File: config.mk
export PLATFORM = sky130hd
export DESIGN_NAME = rapl_out_fifo
export DESIGN_NICKNAME = d
export VERILOG_FILES = /design/src/rtl/rapl_pkg.sv /design/src/rtl/rapl_out_fifo.sv
export SDC_FILE = /design/constraint.sdc
export NUM_CORES = 1
export LEC_CHECK = 0
export BUFFER_PORTS_ARGS = -buffer_cell sky130_fd_sc_hd__buf_2
export CORE_MARGIN = 10
export CORE_UTILIZATION = 45
export DETAILED_ROUTE_END_ITERATION = 8
export PLACE_DENSITY = 0.64
export SETUP_SLACK_MARGIN = 0.3
export SLEW_MARGIN = 20
export SYNTH_ARGS = -nofsm -noshare
export SYNTH_HDL_FRONTEND = slang
export SYNTH_SLANG_ARGS = --single-unit
File: constraint.sdc
create_clock -name clk -period 2.3 [get_ports clk]
set_clock_uncertainty 0.2 [all_clocks]
set_input_delay 0.115 -clock clk [delete_from_list [all_inputs] [get_ports clk]]
set_output_delay 0.115 -clock clk [all_outputs]
set_load 0.01 [all_outputs]
File: src/rtl/rapl_pkg.sv
// rapl_pkg: widths, constants and shared types of the region adjacency pair list
// used by the modules under rtl other than rapl_sdp_ram; depends on nothing
`default_nettype none

package rapl_pkg;

  // label and image geometry
  localparam int LABEL_W    = 8;
  localparam int LINE_DEPTH = 2048;
  localparam int COL_W      = $clog2(LINE_DEPTH);
  localparam int CFG_W      = 12;
  localparam logic [CFG_W-1:0] WIDTH_RESET = 12'd640;
  localparam logic [CFG_W-1:0] WIDTH_MIN   = 12'd2;
  localparam logic [CFG_W-1:0] WIDTH_MAX   = 12'd2048;

  // seen-pair bitmap: one bit per (low, high), 64 bits per word
  localparam int BM_BITS   = 64;
  localparam int BIT_SEL_W = $clog2(BM_BITS);
  localparam int BM_DEPTH  = (1 << (2 * LABEL_W)) / BM_BITS;
  localparam int BM_ADDR_W = $clog2(BM_DEPTH);

  // frame epoch tag kept beside each bitmap word; zero marks a swept word
  localparam int EPOCH_W = 4;
  localparam logic [EPOCH_W-1:0] EPOCH_FIRST = 4'd1;
  localparam logic [EPOCH_W-1:0] EPOCH_LAST  = 4'd15;
  localparam int BM_WORD_W = EPOCH_W + BM_BITS;

  // results
  localparam int PAIR_NUM_W  = 15;
  localparam int FIFO_DEPTH  = 4;
  localparam int FIFO_PTR_W  = $clog2(FIFO_DEPTH);
  localparam int FIFO_CNT_W  = FIFO_PTR_W + 1;
  localparam int IN_DATA_W   = 8;
  localparam int OUT_DATA_W  = 32;

  // which neighbor a pair slot compares against
  typedef enum logic {
    SLOT_LEFT  = 1'b0,
    SLOT_UPPER = 1'b1
  } slot_kind_t;

  // one pair slot issued from the front end to the bitmap unit
  typedef struct packed {
    logic                valid;
    slot_kind_t          kind;
    logic                act;
    logic [LABEL_W-1:0]  lo;
    logic [LABEL_W-1:0]  hi;
    logic                fs;
    logic [EPOCH_W-1:0]  epoch;
  } slot_t;

  // one result item
  typedef struct packed {
    logic                  last;
    logic [PAIR_NUM_W-1:0] num;
    logic [LABEL_W-1:0]    hi;
    logic [LABEL_W-1:0]    lo;
  } result_t;

endpackage

`default_nettype wire

File: src/rtl/rapl_out_fifo.sv
// rapl_out_fifo: small result queue between the pair unit and the output channel
// depends on rapl_pkg
`default_nettype none

module rapl_out_fifo (
  input  wire logic              clk,
  input  wire logic              rst_n,
  input  wire logic              push,
  input  wire rapl_pkg::result_t push_item,
  output logic                   full,
  output logic                   out_valid,
  input  wire logic              out_ready,
  output rapl_pkg::result_t      out_item
);

  rapl_pkg::result_t               mem [rapl_pkg::FIFO_DEPTH];
  logic [rapl_pkg::FIFO_PTR_W-1:0] wr_ptr_r;
  logic [rapl_pkg::FIFO_PTR_W-1:0] rd_ptr_r;
  logic [rapl_pkg::FIFO_CNT_W-1:0] count_r;
  logic                            pop;

  assign full      = count_r == rapl_pkg::FIFO_CNT_W'(rapl_pkg::FIFO_DEPTH);
  assign out_valid = count_r != '0;
  assign pop       = out_valid && out_ready;
  assign out_item  = mem[rd_ptr_r];

  // pointers and fill count
  always_ff @(posedge clk) begin
    if (!rst_n) begin
      wr_ptr_r <= '0;
      rd_ptr_r <= '0;
      count_r  <= '0;
    end else begin
      if (push) begin
        wr_ptr_r <= wr_ptr_r + rapl_pkg::FIFO_PTR_W'(1);
      end
      if (pop) begin
        rd_ptr_r <= rd_ptr_r + rapl_pkg::FIFO_PTR_W'(1);
      end
      unique case ({push, pop})
        2'b10:   count_r <= count_r + rapl_pkg::FIFO_CNT_W'(1);
        2'b01:   count_r <= count_r - rapl_pkg::FIFO_CNT_W'(1);
        default: count_r <= count_r;
      endcase
    end
  end

  // entry storage
  always_ff @(posedge clk) begin
    if (push) begin
      mem[wr_ptr_r] <= push_item;
    end
  end

endmodule

`default_nettype wire

=== After elaboration in Yosys (flattened, before gate mapping) ===
Memories as Yosys holds them, arrays and structs flattened. A register that Yosys moved wholly into a read port is not among the register bits.
Index checks and enable logic that the tools add are counted.

* Add/sub/neg operators: 4
* Reduce and logical (&&, ||, !) cells: 3
* Multiplexer cells: 5
* Eq/ne operators: 3

{| class="wikitable"
|+ Operator list
! operator !! count
|-
| 3-bit one-hot mux with 2 select lines || 1
|-
| 2-bit by 1-bit adder with 2-bit output, second input constant || 2
|-
| 2-bit 2-to-1 mux || 2
|-
| 3-bit by 1-bit adder with 3-bit output, second input constant || 1
|-
| 3-bit == test, second input constant || 1
|-
| 3-bit nonzero test || 1
|-
| 3-bit by 1-bit subtractor with 3-bit output, second input constant || 1
|-
| 2-bit by 1-bit == test with 1-bit output, second input constant || 1
|-
| 2-bit == test, second input constant || 1
|-
| 1-bit 2-to-1 mux || 2
|-
| 2-bit nonzero test || 1
|-
| 1-bit logical AND || 1
|}

* Memories kept: 1
* Memory bits (writable): 128
* Register bits after elaboration: 7

{| class="wikitable"
|+ Memories
! name !! words !! width !! rd ports !! clocked after Yosys merged registers in !! write ports !! line !! text
|-
| mem || 4 || 32 || 1 || 1 || 1 || rapl_out_fifo.sv:16 || <nowiki>rapl_pkg::result_t mem [rapl_pkg::FIFO_DEPTH];</nowiki>
|}

=== Depth between registers and ports, before layout ===
* Depth in word-level cells: 4
* Gate-level depth with buffers: 7
* Depth with buffers taken out: 7

=== Worst setup path after synthesis ===
OpenSTA, ideal clock, no wires.

* Path kind: register -> register
* Start: register count_r[0] (netlist name)
* End: register count_r[2] (netlist name)
* Stages on the path, launching flop included: 8
* Data arrival time: 1.710 ns
* Setup slack: 0.315 ns
* Clock period less this slack: 1.985 ns
* Library setup time: 0.076 ns
* Required time: 2.024 ns
* Cell sequence: dfxtp_1 > o31a_1 > ha_1 > inv_1 > fa_1 > xor2_1 > or3_1 > a21boi_0

* Word-level cells in the longest chain between the ends: 4

{| class="wikitable"
|+ Ends and longest elaborated chain
! element !! line !! text
|-
| start, declared || rapl_out_fifo.sv:19 || <nowiki>logic [rapl_pkg::FIFO_CNT_W-1:0] count_r;</nowiki>
|-
| start signal, assigned || rapl_out_fifo.sv:41 || <nowiki>2'b10: count_r <= count_r + rapl_pkg::FIFO_CNT_W'(1);</nowiki>
|-
| start signal, assigned || rapl_out_fifo.sv:42 || <nowiki>2'b01: count_r <= count_r - rapl_pkg::FIFO_CNT_W'(1);</nowiki>
|-
| start signal, assigned || rapl_out_fifo.sv:43 || <nowiki>default: count_r <= count_r;</nowiki>
|-
| 3-bit nonzero test (*) || rapl_out_fifo.sv:23 || <nowiki>assign out_valid = count_r != '0;</nowiki>
|-
| 1-bit logical AND (*) || rapl_out_fifo.sv:24 || <nowiki>assign pop = out_valid && out_ready;</nowiki>
|-
| via pop || rapl_out_fifo.sv:20 || <nowiki>logic pop;</nowiki>
|-
| 2-bit by 1-bit == test with 1-bit output / 2-bit == test (equally long branches) || rapl_out_fifo.sv:40 || <nowiki>unique case ({push, pop})</nowiki>
|-
| 3-bit one-hot mux with 2 select lines / 2-bit nonzero test (equally long branches) || -- ||
|}

The timed path passes the listed nets; every way through them passes the cells marked *.
A chain may end at the register's enable or synchronous reset.

==> qor.txt <==
Final #Nets: 386
Worst-Margin Slew: 310 ps
DRT iter0 DRCs: 186
Worst-path cell chain: buf_12 -> mux4_2 -> buf_2
Clock root buffer: clkbuf_16
Final setup vio count: 0
Area of the die: 0.0161 mm^2
Sequential-to-total area share from yosys stat: 78.5%
CP bufs+invs: 2
Largest net degree at the start of global routing: 33
GPL Wtd Cong: 0.664
Met2 wire len: 4790 um
Initial core utilization: 46.7%
CTS Buffer Depth: 2
TritonCTS buffer count: 17
Global-route wire length before repair: 14900 um
Max transition margin: 79.3%
Critical-path top delay cell: mux4_2
Critical path class: reg -> out
1st-pass router iterations: 4
Total Power: 7330 uW
# IOs: 70
Remaining antenna violation count: 0
Clock transition at the registers of the reported paths: 50 ps
Top cell type's share of synthesized area: 75.0%
Worst Setup End Kind: primary output
Htree depth: 4
Yosys top cell by area: edfxtp_1
Reg area: 0.00404 mm^2
Worst EP arrival: 1710 ps
Most frequent cells in the layout: edfxtp_1, buf_2, dlygate4sd3_1
Status: complete, no violations
Critical path's top delay family: multiplexers
Post-DR wirelength/cell: 19.4 um
N_diodes: 0
Routed wl met3: 688 um
Uppermost layer routed: met4
GRT Total Usage: 12.3%
Port-buffer cells: 69
Area taken by multi-input logic gates: 995 um^2
Max Freq: 493 MHz
Post-Synthesis Cells: 214
Vias in the first global route: 2703
Minimum clock period: 2030 ps
Clock sinks: 137
Metal1 wirelength: 4030 um
Share of layout cells above drive strength 1: 43.1%
Post-Synthesis Net Count: 256
Final worst-path cycle share: 88.2%
Max-slew violations: 0
Critical path peak fanout: 11
Worst-Skew Late Latency: 410 ps
Synth top area cells: edfxtp_1, mux4_2, dfxtp_1
DRC Markers: 0
Die Y: 127 um
Most common cell after layout, fill and taps aside: edfxtp_1
Area growth syn-to-layout: 33.0%
Post-synthesis instance area: 0.00512 mm^2
Die X: 127 um
Final Hold Viols: 0
Fillcell total: 750
RSZ-0062 raised after global routing: true
Peak VDD IR: 0.671 mV
Hold Path Class: in -> reg
Power per cell area: 1080 mW/mm^2
Worst EP required: 1990 ps
TritonCTS clock tree: yes
Grt total ovfl: 0
Initial antenna violation count: 0
Flops & latches, synth: 137
Routed vias: 2542
Ys Warns: 0
Distinct cell type count after synthesis: 22
Worst path max stage delay: 540 ps
Site Rows: 38
Max_cap viols: 0
WL final: 9660 um
Leakage power: 0.00239 uW
Syn_area_per_cell: 23.9 um^2
Vias per cell: 5.11
Fin Setup TNS: 0 ps
DPL Wire Length: 5610 um
Type of origin of the critical path: flop
Core area: 0.0110 mm^2
[state kept, by name, summed over array words and instances, names as in the netlist, named ones only]
name,count
wr_ptr_r,2
mem,128
count_r,3
rd_ptr_r,2
[final timing paths]
check | endpoint | cells past startpoint | slack (ps) | start
max reg2reg | count_r[2] | 7 | 290 | count_r[0]
min reg2reg | count_r[2] | 2 | 330 | count_r[2]
min | rd_ptr_r[0] | 6 | 170 | out_ready
max | out_item[11] | 3 | 270 | flop
[area by class of cell]
type	instances	area share [%]
sequential	137	59.3
multi-input combinational	64	14.6
timing repair buffer	118	13.6
clock buffer	18	6.30
clock inverter	14	3.34
tap	140	2.57
inverter	6	0.330
[metrics by stage]
step	utilization [%]	hold WS, ps	setup slack [ps]	instance area (um^2)	std cells
5_1_grt	62.1	180	211	6820	497
2_1_floorplan	-	13.9	315	5120	214
6_report	62.1	175	270	6820	497
3_3_place_gp	51.8	128	268	5690	426
3_5_place_dp	51.8	132	183	5690	426
4_1_cts	61.4	48.8	248	6750	494
[kinds of logic (layout without fill, tap and decap cells)]
| kind of cell | count (synthesis) | count (layout) | synth area share [%] |
|---|---|---|---|
| DFF | 137 | 137 | 78.5 |
| and+or+nand+nor | 15 | 15 | 1.78 |
| muxes | 33 | 33 | 14.4 |
| xor gates and xnor gates | 5 | 5 | 0.855 |
| buffers and inverters | 13 | 156 | 2.12 |
| adders and majority gates | 6 | 6 | 1.61 |
| AOI/OAI and AO/OA | 5 | 5 | 0.684 |
[report_power, final]
part           switching, uW  internal (uW)
sequential              90.0           2900
clock                    970           2020
combinational            595            753
total                   1660           5670
[tightest hold or removal path, stage by stage]
cell     delay [ps]
buf_2            90
o31a_1          160
buf_4           110
buf_4            90
xnor2_1          70
nor2b_1         100
[routing by layer]
layer | GRT usage [%] | vias to the layer above
met5 | 0 | -
met4 | 5.02 | 0
met3 | 5.96 | 15
met2 | 18.9 | 74
met1 | 14.6 | 1297
li1 | - | 1156
[repair_timing]
item / CTS / global route
setup endpoints to repair: 27 / 20
cloned: 0 / 1
endpoints found under the hold margin: 137 / 0
resized for setup: 14 / 9
buffers inserted: 1 / 2
hold buffers: 35 / 0
pin swaps: 1 / 3
[synthesized netlist by cell type (all sizes together)]
library cell  number
a21boi             1
and2               8
and3               1
buf                7
dfxtp              9
edfxtp           128
fa                 1
ha                 5
inv                6
mux2i              1
mux4              32
nand2              1
nor2b              3
o21ai              2
o311ai             1
o31a               1
or3                2
xnor2              3
xor2               2
(Power assumes the default switching activity.)
